===== config.mk =====
export PLATFORM = sky130hd
export DESIGN_NAME = mbt_front
export DESIGN_NICKNAME = d
export VERILOG_FILES = /design/src/mbt_pkg.sv /design/src/mbt_front.sv
export SDC_FILE = /design/constraint.sdc
export NUM_CORES = 1
export LEC_CHECK = 0
export ABC_AREA = 1
export BUFFER_PORTS_ARGS = -buffer_cell sky130_fd_sc_hd__buf_2
export CORE_AREA = 2 2 187 115
export CTS_BUF_LIST = sky130_fd_sc_hd__clkbuf_4 sky130_fd_sc_hd__clkbuf_8 sky130_fd_sc_hd__clkbuf_16
export CTS_CLUSTER_DIAMETER = 40
export DETAILED_ROUTE_END_ITERATION = 10
export DIE_AREA = 0 0 189 117
export GPL_TIMING_DRIVEN = 0
export PLACE_DENSITY_LB_ADDON = 0.1
export SETUP_SLACK_MARGIN = 0.02
export SLEW_MARGIN = 20
export SYNTH_ARGS = -nofsm -noshare
export SYNTH_HDL_FRONTEND = slang
export SYNTH_SLANG_ARGS = --single-unit
export TNS_END_PERCENT = 100

===== constraint.sdc =====
create_clock -name clk_i -period 5.1 [get_ports clk_i]
set_input_delay 1.02 -clock clk_i [delete_from_list [all_inputs] [get_ports clk_i]]
set_output_delay 1.02 -clock clk_i [all_outputs]
set_load 0.02 [all_outputs]

===== src/mbt_pkg.sv =====
// ----------------------------------------------------------------------------
// Multibit trie route lookup package
// Shared types, field layout, trie geometry and helper functions.
// ----------------------------------------------------------------------------
package mbt_pkg;

  // Trie geometry: a 12-bit root level and four 5-bit child levels.
  localparam int RootBits      = 12;
  localparam int ChildBits     = 5;
  localparam int RootBuckets   = 4096;
  localparam int ChildBuckets  = 32;
  localparam int RootKeySpan   = 2 * RootBuckets;
  localparam int ChildKeySpan  = 2 * ChildBuckets;
  localparam int LastLevel     = 4;

  localparam int DefRouteSlots = 1024;
  localparam int DefNodePool   = 256;

  // Stream word layout.
  localparam int InDataW  = 88;
  localparam int OutDataW = 56;

  typedef enum logic [1:0] {
    CMD_LOOKUP = 2'd0,
    CMD_ADD    = 2'd1,
    CMD_REMOVE = 2'd2
  } cmd_e;

  typedef enum logic [1:0] {
    ST_OK        = 2'd0,
    ST_EXISTS    = 2'd1,
    ST_NOT_FOUND = 2'd2,
    ST_FULL      = 2'd3
  } status_e;

  typedef enum logic [4:0] {
    S_CLEAR,
    S_IDLE,
    S_LK_RD,
    S_LK_EV,
    S_WK_RD,
    S_WK_EV,
    S_PK_RD,
    S_PK_EV,
    S_PP_RD,
    S_PP_EV,
    S_PREV,
    S_RT_RD,
    S_RT_EV,
    S_ACT,
    S_FL_RD,
    S_FL_EV,
    S_INST,
    S_ALLOC,
    S_FILL,
    S_FREEOLD,
    S_DONE
  } state_e;

  // Classified request handed from the front end to the engine.
  typedef struct packed {
    cmd_e        cmd;
    logic [31:0] addr;
    logic [5:0]  plen;
    logic [2:0]  target;
    logic [12:0] i1;
    logic [31:0] gw;
    logic [15:0] port;
    logic        repl;
  } req_t;

  typedef struct packed {
    status_e     status;
    logic        hit;
    logic [31:0] gw;
    logic [15:0] port;
  } res_t;

  function automatic logic [11:0] lvl_index(logic [2:0] lv, logic [31:0] addr);
    logic [11:0] r;
    case (lv)
      3'd0:    r = addr[31:20];
      3'd1:    r = {7'd0, addr[19:15]};
      3'd2:    r = {7'd0, addr[14:10]};
      3'd3:    r = {7'd0, addr[9:5]};
      default: r = {7'd0, addr[4:0]};
    endcase
    return r;
  endfunction

  // Heap slot of the leaf for an index at a level.
  function automatic logic [12:0] leaf_slot(logic [2:0] lv, logic [11:0] idx);
    logic [12:0] r;
    if (lv == 3'd0) begin
      r = {1'b1, idx};
    end else begin
      r = {7'd0, 1'b1, idx[4:0]};
    end
    return r;
  endfunction

  // One past the last heap slot of a node at a level.
  function automatic logic [13:0] heap_top(logic [2:0] lv);
    logic [13:0] r;
    if (lv == 3'd0) begin
      r = 14'(RootKeySpan);
    end else begin
      r = 14'(ChildKeySpan);
    end
    return r;
  endfunction

endpackage


===== src/mbt_front.sv =====
// ----------------------------------------------------------------------------
// Multibit trie front end
// Accepts command words, masks the prefix, finds its level and heap slot,
// and queues the classified request for the engine.
// ----------------------------------------------------------------------------
module mbt_front (
  input  logic                        clk_i,
  input  logic                        rst_ni,
  input  logic                        valid_i,
  output logic                        ready_o,
  // address[31:0], prefix_len[37:32], gateway[69:38], port[85:70], replace[86]
  input  logic [mbt_pkg::InDataW-1:0] data_i,
  // cmd[1:0]
  input  logic [1:0]                  user_i,
  output logic                        req_valid_o,
  output mbt_pkg::req_t               req_o,
  input  logic                        req_ready_i
);
  import mbt_pkg::*;

  logic [5:0]  plen_c;
  logic [31:0] mask;
  logic [31:0] addr_m;
  logic [2:0]  tgt;
  logic [3:0]  kk;
  logic [11:0] idx;
  logic [12:0] i1;
  cmd_e        cmd;
  req_t        req_c;

  req_t        q_mem [2];
  logic        wp_q, wp_d, rp_q, rp_d;
  logic [1:0]  cnt_q, cnt_d;
  logic        push, pop;

  always_comb begin
    cmd    = cmd_e'(user_i);
    plen_c = (data_i[37:32] > 6'd32) ? 6'd32 : data_i[37:32];
    mask   = ~(32'hFFFF_FFFF >> plen_c);
    addr_m = data_i[31:0] & mask;
    if (plen_c <= 6'd12) begin
      tgt = 3'd0;
      kk  = plen_c[3:0];
    end else if (plen_c <= 6'd17) begin
      tgt = 3'd1;
      kk  = 4'(plen_c - 6'd12);
    end else if (plen_c <= 6'd22) begin
      tgt = 3'd2;
      kk  = 4'(plen_c - 6'd17);
    end else if (plen_c <= 6'd27) begin
      tgt = 3'd3;
      kk  = 4'(plen_c - 6'd22);
    end else begin
      tgt = 3'd4;
      kk  = 4'(plen_c - 6'd27);
    end
    idx = lvl_index(tgt, addr_m);
    if (tgt == 3'd0) begin
      i1 = leaf_slot(tgt, idx) >> (4'd12 - kk);
    end else begin
      i1 = leaf_slot(tgt, idx) >> (4'd5 - kk);
    end
    req_c.cmd    = cmd;
    // A lookup walks the full address; updates use the masked prefix.
    req_c.addr   = (cmd == CMD_LOOKUP) ? data_i[31:0] : addr_m;
    req_c.plen   = plen_c;
    req_c.target = tgt;
    req_c.i1     = i1;
    req_c.gw     = data_i[69:38];
    req_c.port   = data_i[85:70];
    req_c.repl   = data_i[86];
  end

  assign ready_o     = (cnt_q != 2'd2);
  assign req_valid_o = (cnt_q != 2'd0);
  assign req_o       = q_mem[rp_q];
  assign push        = valid_i && ready_o;
  assign pop         = req_valid_o && req_ready_i;

  always_comb begin
    wp_d  = push ? ~wp_q : wp_q;
    rp_d  = pop ? ~rp_q : rp_q;
    cnt_d = cnt_q + {1'b0, push} - {1'b0, pop};
  end

  always_ff @(posedge clk_i or negedge rst_ni) begin
    if (!rst_ni) begin
      wp_q  <= 1'b0;
      rp_q  <= 1'b0;
      cnt_q <= 2'd0;
    end else begin
      wp_q  <= wp_d;
      rp_q  <= rp_d;
      cnt_q <= cnt_d;
    end
  end

  always_ff @(posedge clk_i) begin
    if (push) begin
      q_mem[wp_q] <= req_c;
    end
  end

endmodule


Yosys cells after proc, flatten, opt, wreduce, memory -nomap -nowiden
Memories as Yosys holds them, arrays and structs flattened.
Index checks and enable logic that the tools add are counted.
{ "totals": {"word_cells": 49, "n_memories": 1, "in_bits": 94, "register_bits": 4, "output_inout_bits": 107, "mem_bits_rw": 210} }
{ "classes": {"shifts": 3, "magnitude_cmp": 5, "n_eq_ne": 4, "n_reduce_logical": 5, "muxes": 16, "addsub": 8, "n_bitwise": 4} }
{ "memory_table": {"columns": ["memory", "depth", "width", "read_ports", "rd_ports_with_merged_regs", "write_ports", "line_no", "source"], "rows": [
  ["q_mem", 2, 105, 1, 0, 1, "mbt_front.sv:31", "req_t q_mem [2];"]
]} }
{ "op_table": {"columns": ["op", "count"], "rows": [
  ["$pmux 12 s4", 1],
  ["$mux 13", 3],
  ["$and 32x32->32", 1],
  ["$mux 32", 1],
  ["$not 32->32", 1],
  ["$shr 32x6->32 const A", 1],
  ["$shr 13x4->13", 2],
  ["$le 6x5->1 const B", 3],
  ["$mux 4", 4],
  ["$mux 3", 4],
  ["$sub 4x4->4 const B", 2],
  ["$eq 3x2->1 const B", 2],
  ["$gt 6x6->1 const B", 1],
  ["$le 6x4->1 const B", 1],
  ["$mux 6", 1],
  ["$sub 3x4->4 const A", 1],
  ["$sub 4x1->4 const B", 1],
  ["$sub 4x3->4 const B", 1],
  ["$sub 4x4->4 const A", 1],
  ["$eq 3x1->1 const B", 1],
  ["$logic_not 3->1", 1],
  ["$add 2x1->2", 1],
  ["$logic_and 1x1->1", 2],
  ["$logic_not 2->1", 1],
  ["other kinds (5)", 7]
]} }

Longest topological paths before layout
Gate-level depths: netlist of run 1.
{ "depth": {"ltp_word": 12, "ltp_mapped": 28, "ltp_nobuf": 27} }

Least setup slack after synthesis of run 1
OpenSTA, ideal clock, no wires.
{ "synth_timing": {"path_type": "input to register", "startpoint": "in valid_i", "endpoint": "mem q_mem[1][0] (netlist bit) (enable)", "path_buffers": 0, "setup_ps": 571, "path_stages": 2, "required_time_ps": 4529, "setup_slack_ps": -983, "t_arrival_ps": 5512, "path_cell_list": "nand2_1 nor2_1"} }
{ "synth_via": {"elab_chain_len": 3} }
{ "synth_rtl": {"columns": ["item", "line_no", "source"], "rows": [
  ["start: declaration", "mbt_front.sv:9", "input logic valid_i,"],
  ["$logic_and 1x1->1", "mbt_front.sv:77", "assign push = valid_i && ready_o;"],
  ["$mux 1", "mbt_front.sv:99", "if (push) begin"],
  ["$mux 1 (not written as such)", "mbt_front.sv:100", "q_mem[wp_q] <= req_c;"],
  ["end: declaration", "mbt_front.sv:31", null]
]} }
Every way passes these cells.

Worst setup path after layout of run 1
{ "layout_timing": {"startpoint": "in data_i[35] (netlist bit)", "endpoint": "mem q_mem[0][52] (netlist bit) (data pin)"} }
{ "layout_via": {"elab_chain_len": 12, "word_cells_on_any_way": 33, "cone_classes": "add/sub (6); order compare (5); eq/ne (3); shift (3); mux (13); bitwise (2); reduce/logical (1)"} }
{ "layout_rtl": {"columns": ["item", "line_no", "source"], "rows": [
  ["start: declaration", "mbt_front.sv:12", "input logic [mbt_pkg::InDataW-1:0] data_i,"],
  ["$gt 6x6->1", "mbt_front.sv:38", "plen_c = (data_i[37:32] > 6'd32) ? 6'd32 : data_i[37:32];"],
  ["$mux 6 *", "mbt_front.sv:38", null],
  ["net plen_c[3]", "mbt_front.sv:21", "logic [5:0] plen_c;"],
  ["$le 6x5->1", "mbt_front.sv:50", "end else if (plen_c <= 6'd27) begin"],
  ["$mux 3", "mbt_front.sv:50", null],
  ["$mux 3", "mbt_front.sv:47", "end else if (plen_c <= 6'd22) begin"],
  ["$mux 3", "mbt_front.sv:44", "end else if (plen_c <= 6'd17) begin"],
  ["$mux 3", "mbt_front.sv:41", "if (plen_c <= 6'd12) begin"],
  ["$eq 3x2->1, or another cell as far along", "mbt_pkg.sv:81", "case (lv)"],
  ["$pmux 12 s4", "mbt_pkg.sv:81", null],
  ["$mux 13", "mbt_front.sv:58", "if (tgt == 3'd0) begin"],
  ["$shr 13x4->13, on equally long branches", "mbt_front.sv:61, mbt_front.sv:59", null],
  ["$mux 13 *", "mbt_front.sv:58", null],
  ["net i1[3]", "mbt_front.sv:27", "logic [12:0] i1;"]
]} }
Mark *: on every way through the listed nets, which the timed path passes. The rest lies on a longest branch. The select of a mux whose other input is x is not followed.

==> results of run 1 <==
kinds of logic (layout without fill, tap and decap cells):
kind of cell	count (synthesis)	in the layout	synth area share, %
xor+xnor	5	5	0.436
compound gates	69	69	3.82
simple gates	614	614	24.9
fa+ha+maj	19	19	2.36
buf+inv	116	365	4.72
flops	214	214	63.7
per-layer routing:
layer | track usage, % | vias to the layer above | part of all wire [%]
met5 | 0 | - | 0
met4 | 5.21 | 0 | 1.5
met3 | 4.32 | 33 | 8.5
met2 | 32.1 | 301 | 39
met1 | 38.3 | 3588 | 51
li1 | - | 3892 | -
critical path: cells and delay by family:
family,cells,cell delay (ns)
AOI/OAI and AO/OA,2,0.18
and+or+nand+nor,9,1.32
buffers and inverters,10,1.55
adders and majority gates,3,0.92
layout make-up:
cell class / count / area (µm²)
buffer: 37 / 176
clock buffer: 27 / 623
clock inverter: 15 / 171
fill: 1817 / 8140
inverter: 78 / 295
multi-input combinational: 707 / 3190
sequential: 214 / 6410
tap: 279 / 349
timing repair buffer: 208 / 1210
registers in the layout (all words and copies together) (netlist names):
name	flops
cnt_q	2
q_mem	210
rp_q	1
wp_q	1
what timing repair did:
| item | in CTS | in global routing |
|---|---|---|
| pin swaps | 0 | 0 |
| gates cloned | 0 | 0 |
| gates resized for setup | 1 | 3 |
| setup endpoints to repair | 4 | 22 |
| hold buffers | 0 | 0 |
worst paths after layout:
check	startpoint	end	depth (start not counted)
worst max-delay path	data_i[35]	q_mem[0][52]$_DFFE_PP_	24
worst min-delay path	rst_ni	wp_q$_DFFE_PN0P_	1
worst max register to register	cnt_q[1]$_DFF_PN0_	q_mem[0][65]$_DFFE_PP_	6
worst min register to register	cnt_q[0]$_DFF_PN0_	cnt_q[0]$_DFF_PN0_	1
max in group asynchronous	rst_ni	cnt_q[1]$_DFF_PN0_	1
min in group clk_i	cnt_q[0]$_DFF_PN0_	cnt_q[0]$_DFF_PN0_	1
power groups by stage:
stage / Sequential, W / Clock [W] / Combinational [W]
final: 0.00251 / 0.00171 / 0.00276
after CTS: 0.00251 / 0.00174 / 0.00278
after detailed placement: 0.00255 / 0 / 0.00277
after floorplan: 0.00257 / 0 / 0.00170
after global placement: 0.00261 / 0 / 0.00261
after global routing: 0.00255 / 0.00182 / 0.00305
placed cells by master (no fill, tap or decap), types with 6 or more instances in the layout:
cell | Yosys | routed
a21oi_1 | 28 | 28
buf_2 | 5 | 204
clkbuf_1 | 25 | 23
clkbuf_16 | 0 | 24
edfxtp_1 | 210 | 210
ha_1 | 19 | 19
inv_1 | 70 | 70
inv_2 | 7 | 7
nand2_1 | 469 | 469
nand2_4 | 6 | 6
nand3_1 | 53 | 53
nand4_1 | 8 | 8
nor2_1 | 54 | 51
nor3_1 | 6 | 6
o21ai_0 | 23 | 23
metrics by stage:
stage | hold WS (ns) | utilization (%) | setup WS, ns | power [W]
6_report | 0.304 | 60.4 | 0.353 | 0.00698
5_1_grt | 0.294 | 60.4 | 0.0710 | 0.00742
4_1_cts | 0.291 | 60.4 | 0.108 | 0.00704
3_5_place_dp | 0.525 | 56.5 | -0.565 | 0.00532
3_3_place_gp | 0.520 | 55.4 | -0.879 | 0.00522
2_1_floorplan | 0.492 | - | 0.743 | 0.00427
==> flow_metrics.py, run 1 <==
metrics = {
    "route": {
        "drt_iter0_markers": 651,
        "wirelength_um": 25800,
        "ant_nets": 0,
        "wl_per_cell_um": 16.5,
        "dr.pass1.iters": 6,
        "viasPerCell": 4.99,
        "vias": 7814,
        "drc": 0,
    },
    "logic_synthesis": {
        "yosys_register_bits": 214,
        "synthCells": 1037,
        "synth-async-reset-ratio_pct": 1.87,
        "synth.distinct_cells": 36,
        "syn_nets": 1150,
        "synth_area_um2": 10100,
        "netlist.area_leader.share_pct": 62.7,
        "yosys-top-cells-area": "edfxtp_1 63%, nand2_1 18%, nand3_1 2.6%, inv_1 2.6%, ha_1 2.4%",
        "postSynthAreaPerCell_um2": 9.69,
        "ys_seq_area_share_pct": 63.7,
        "synth_common_cells": "469 x nand2_1, 210 x edfxtp_1, 70 x inv_1",
        "yosysMostFrequentCell": "nand2_1",
        "synthFlopType": "edfxtp_1",
        "synth_top_cell_by_area": "edfxtp_1",
        "synth_edf_count": 210,
        "synth-warning-count": 0,
    },
    "layout": {
        "drive_gt1_share_pct": 22.4,
        "stdcell_count": 1565,
        "area_growth_pct": 23.6,
        "fin_nets": 1383,
        "fin_area_um2": 12400,
        "insertedDiodeCount": 0,
    },
    "worst_setup_path": {
        "crit_path_max_fanout": 12,
        "path_cells": "buf_2 > inv_1 > nor2_4 > inv_1 > ha_1 > inv_1 > nor2_1 > nand3b_1 > nand2_4 > inv_2 > buf_6 > o21ai_1 > a21oi_1 > nand2b_1 > buf_2 > inv_2 > ha_1 > ha_1 > inv_1 > clkbuf_2 > nand4_1 > nand2_1 > nand2_1 > nand2_1",
        "startpoint_type": "input port",
        "criticalPathCategory": "in -> reg",
        "cp_common_cell": "inv_1",
        "end_kind": "register",
        "worstPathRequired_ns": 5.35,
        "r2r_slack_ns": 3.06,
        "slowest_stage": "ha_1",
        "slowest_delay_ns": 0.47,
        "cp.arrival_ns": 5.00,
    },
    "global_route": {
        "antenna_found_initial": 0,
        "grt_max_degree": 27,
        "gr-total-overflow": 0,
        "track_usage_pct": 23.5,
        "grt_pass1_wl_um": 39300,
        "grt_pass1_vias": 7088,
    },
    "min_path": {
        "hold_class": "in -> async",
    },
    "clock_network": {
        "cts_tree": "built",
        "cts_max_path_buffers": 3,
        "clock_latency_ns": 0.52,
        "cts.sinks": 214,
        "clk_pin_slew_ns": 0.06,
        "cts_buffers": 24,
        "cts_setup_buffers": 0,
        "clock-root-buffer": "clkbuf_16",
        "htreeDepth": 1,
    },
    "pwr": {
        "clkPwrFrac_pct": 24.5,
        "p_leak_nw": 5.72,
        "p_comb_share_pct": 39.5,
        "power.share.switching_pct": 38.7,
        "ir_drop_uv": 339,
        "p_per_area_nw_per_um2": 561,
        "power.switching_w": 0.00270,
        "seqPwrFrac_pct": 36.0,
        "intPower_w": 0.00427,
    },
    "sta": {
        "rsz0062_at_grt": "false",
        "maxSlewHeadroom_pct": 29.4,
        "setup_viol": 0,
        "fmax_mhz": 211,
        "slew_violations": 0,
        "clock_skew_ns": 0.00638,
        "tightest_slew_ns": 1.06,
        "period_needed_ns": 4.75,
        "period_share_pct": 93.1,
        "fin_tns_setup_ns": 0,
        "hold_viol": 0,
    },
    "place": {
        "placed_area_um2": 11600,
        "dp.cells": 1524,
        "port-buffer-count": 199,
        "hpwl_um": 19400,
        "globalplace.congestion": 0.967,
    },
    "floorplan": {
        "pin_count": 201,
        "design.die.area_um2": 22100,
        "core_area_um2": 20600,
        "die_h_um": 117,
        "num_rows": 41,
        "die_x_um": 189,
        "start_util_pct": 48.9,
    },
    "run_status": {
        "status": "finished, final reports clean",
    },
    "run": {
        "cap_violations": 0,
    },
}
(Power assumes the default switching activity.)
==> run 2: changes to the inputs <==
--- a/config.mk
+++ b/config.mk
@@ -7,13 +7,14 @@
 export LEC_CHECK = 0
 export ABC_AREA = 1
 export BUFFER_PORTS_ARGS = -buffer_cell sky130_fd_sc_hd__buf_2
-export CORE_AREA = 2 2 187 115
+export CORE_AREA = 2 2 178 110
 export CTS_BUF_LIST = sky130_fd_sc_hd__clkbuf_4 sky130_fd_sc_hd__clkbuf_8 sky130_fd_sc_hd__clkbuf_16
 export CTS_CLUSTER_DIAMETER = 40
 export DETAILED_ROUTE_END_ITERATION = 10
-export DIE_AREA = 0 0 189 117
+export DIE_AREA = 0 0 180 112
 export GPL_TIMING_DRIVEN = 0
 export PLACE_DENSITY_LB_ADDON = 0.1
+export RECOVER_POWER = 25
 export SETUP_SLACK_MARGIN = 0.02
 export SLEW_MARGIN = 20
 export SYNTH_ARGS = -nofsm -noshare
==> constraint.sdc (replaced) <==
create_clock -name clk_i -period 5.35 [get_ports clk_i]
set_input_delay 1.07 -clock clk_i [delete_from_list [all_inputs] [get_ports clk_i]]
set_output_delay 1.07 -clock clk_i [all_outputs]
set_load 0.02 [all_outputs]
==> flow_metrics.py, run 2 (synthesized netlist as in run 1, its figures left out) <==
metrics = {
    "layout": {
        "final_cell_mix": "471 x nand2_1, 210 x edfxtp_1, 174 x buf_2",
        "fin_util_pct": 66.5,
        "reg_top3": "q_mem (210), cnt_q (2)",
        "fin_nets": 1382,
        "regMostFlops": "q_mem",
        "largest_register_ffs": 210,
        "drive_gt1_share_pct": 19.7,
        "area_growth_pct": 23.0,
        "insertedDiodeCount": 0,
        "num-fill-cells": 1505,
        "final_common_cell": "nand2_1",
    },
    "route": {
        "drt_iter0_markers": 812,
        "top_layer_used": "met4",
        "wl_met1_um": 12600,
        "drc": 0,
        "met2_length_um": 10100,
        "ant_nets": 0,
        "wl_per_cell_um": 16.5,
        "dr.pass1.iters": 5,
        "viasPerCell": 5.13,
        "vias": 7857,
        "wl_met3_um": 2190,
        "wirelength_um": 25300,
    },
    "floorplan": {
        "start_util_pct": 54.1,
        "pin_count": 201,
        "die_h_um": 112,
        "die_x_um": 180,
        "design.die.area_um2": 20200,
        "core_area_um2": 18600,
        "num_rows": 39,
    },
    "clock_network": {
        "cts_setup_buffers": 0,
        "post_cts_resized": 0,
        "clk_pin_slew_ns": 0.06,
        "clock_latency_ns": 0.52,
        "cts_tree": "built",
        "cts_buffers": 24,
        "ctsHoldBuffers": 0,
        "htreeDepth": 1,
        "cts.sinks": 214,
        "cts_max_path_buffers": 3,
        "clock-root-buffer": "clkbuf_16",
    },
    "global_route": {
        "gr-total-overflow": 0,
        "grt_pass1_vias": 7327,
        "antenna_found_initial": 0,
        "track_usage_pct": 25.6,
        "grt_pass1_wl_um": 40000,
        "grt_max_degree": 28,
    },
    "sta": {
        "slew_violations": 15,
        "setup_viol": 0,
        "period_needed_ns": 4.82,
        "rsz0062_at_grt": "false",
        "fin_tns_setup_ns": 0,
        "clock_skew_ns": 0.0121,
        "hold_viol": 0,
        "tightest_slew_ns": 1.58,
        "maxSlewHeadroom_pct": -5.82,
        "fmax_mhz": 207,
        "period_share_pct": 90.2,
        "holdWs_ns": 0.390,
    },
    "place": {
        "hpwl_um": 18900,
        "port-buffer-count": 199,
        "globalplace.congestion": 0.968,
    },
    "pwr": {
        "p_per_area_nw_per_um2": 545,
        "p_leak_nw": 5.63,
        "ir_drop_uv": 322,
    },
    "worst_setup_path": {
        "cp.arrival_ns": 5.07,
        "r2r-end": "q_mem[1][89]$_DFFE_PP_",
        "crit_path_max_fanout": 11,
        "criticalPathCategory": "in -> reg",
        "r2r-start": "cnt_q[0]$_DFF_PN0_",
        "worstPathRequired_ns": 5.60,
        "r2r_cells": 6,
        "r2r_slack_ns": 2.62,
        "startpoint_type": "input port",
        "end_kind": "register",
    },
    "min_path": {
        "hold_class": "in -> async",
    },
    "run_status": {
        "status": "finished, violations left",
        "failed_checks": "capacitance limit, slew limit",
    },
    "run": {
        "cap_violations": 1,
    },
}
[run 2: critical path: stages]
cell and delay (ns):
clkbuf_1 0.25, buf_2 0.30, nor2_2 0.18, ha_1 0.28, a21oi_1 0.36, nand2_1 0.15, nand2_2 0.19, nand2_4 0.10
nor2_1 0.26, a21oi_1 0.11, nand2b_1 0.08, buf_2 0.19, inv_2 0.09, ha_1 0.21, ha_1 0.49, inv_1 0.12
clkbuf_2 0.21, nand4_1 0.15, nand2_1 0.07, nand2_1 0.11, nand2_1 0.09
[run 2: area by class of cell]
| cell class | instances | area (µm²) | area share (%) |
|---|---|---|---|
| Timing Repair Buffer | 207 | 1140 | 9.23 |
| Tap cell | 246 | 308 | 2.49 |
| Inverter | 78 | 295 | 2.39 |
| Clock inverter | 19 | 253 | 2.04 |
| Sequential cell | 214 | 6410 | 51.8 |
| Buffer | 37 | 176 | 1.43 |
| Clock buffer | 25 | 608 | 4.92 |
| Multi-Input combinational cell | 707 | 3170 | 25.7 |
[run 2: worst max path at each step]
stage / start / end / slack [ns]
floorplan: data_i[37] / q_mem[0][49]$_DFFE_PP_ / 0.94
global placement: valid_i / q_mem[0][84]$_DFFE_PP_ / -0.63
detailed placement: data_i[35] / q_mem[1][50]$_DFFE_PP_ / -0.33
CTS: data_i[35] / q_mem[0][50]$_DFFE_PP_ / 0.12
global route: data_i[35] / q_mem[0][50]$_DFFE_PP_ / 0.12
finish: data_i[37] / q_mem[1][52]$_DFFE_PP_ / 0.53
[run 2: metal layers]
metal  global-route usage, %  up-vias
met1                    41.5     3626
met2                    35.4      316
li1                        -     3882
met4                    5.85        0
met3                    5.14       33
met5                       0        -
[run 2: through the flow]
| step | cells | cell area (µm²) | power (W) | setup WS [ns] |
|---|---|---|---|---|
| floorplan | 1037 | 10100 | 0.00407 | 0.943 |
| global placement | 1482 | 11400 | 0.00495 | -0.626 |
| global route | 1533 | 12400 | 0.00713 | 0.122 |
| CTS | 1534 | 12400 | 0.00678 | 0.116 |
| finish | 1533 | 12400 | 0.00673 | 0.527 |
| detailed placement | 1490 | 11600 | 0.00503 | -0.333 |
[run 2: power breakdown]
group	leakage [nW]	internal, W	total [W]	switching [W]
logic	3.20	0.000759	0.00260	0.00184
clock network	0.417	0.00108	0.00174	0.000658
registers	2.01	0.00231	0.00240	0.0000878
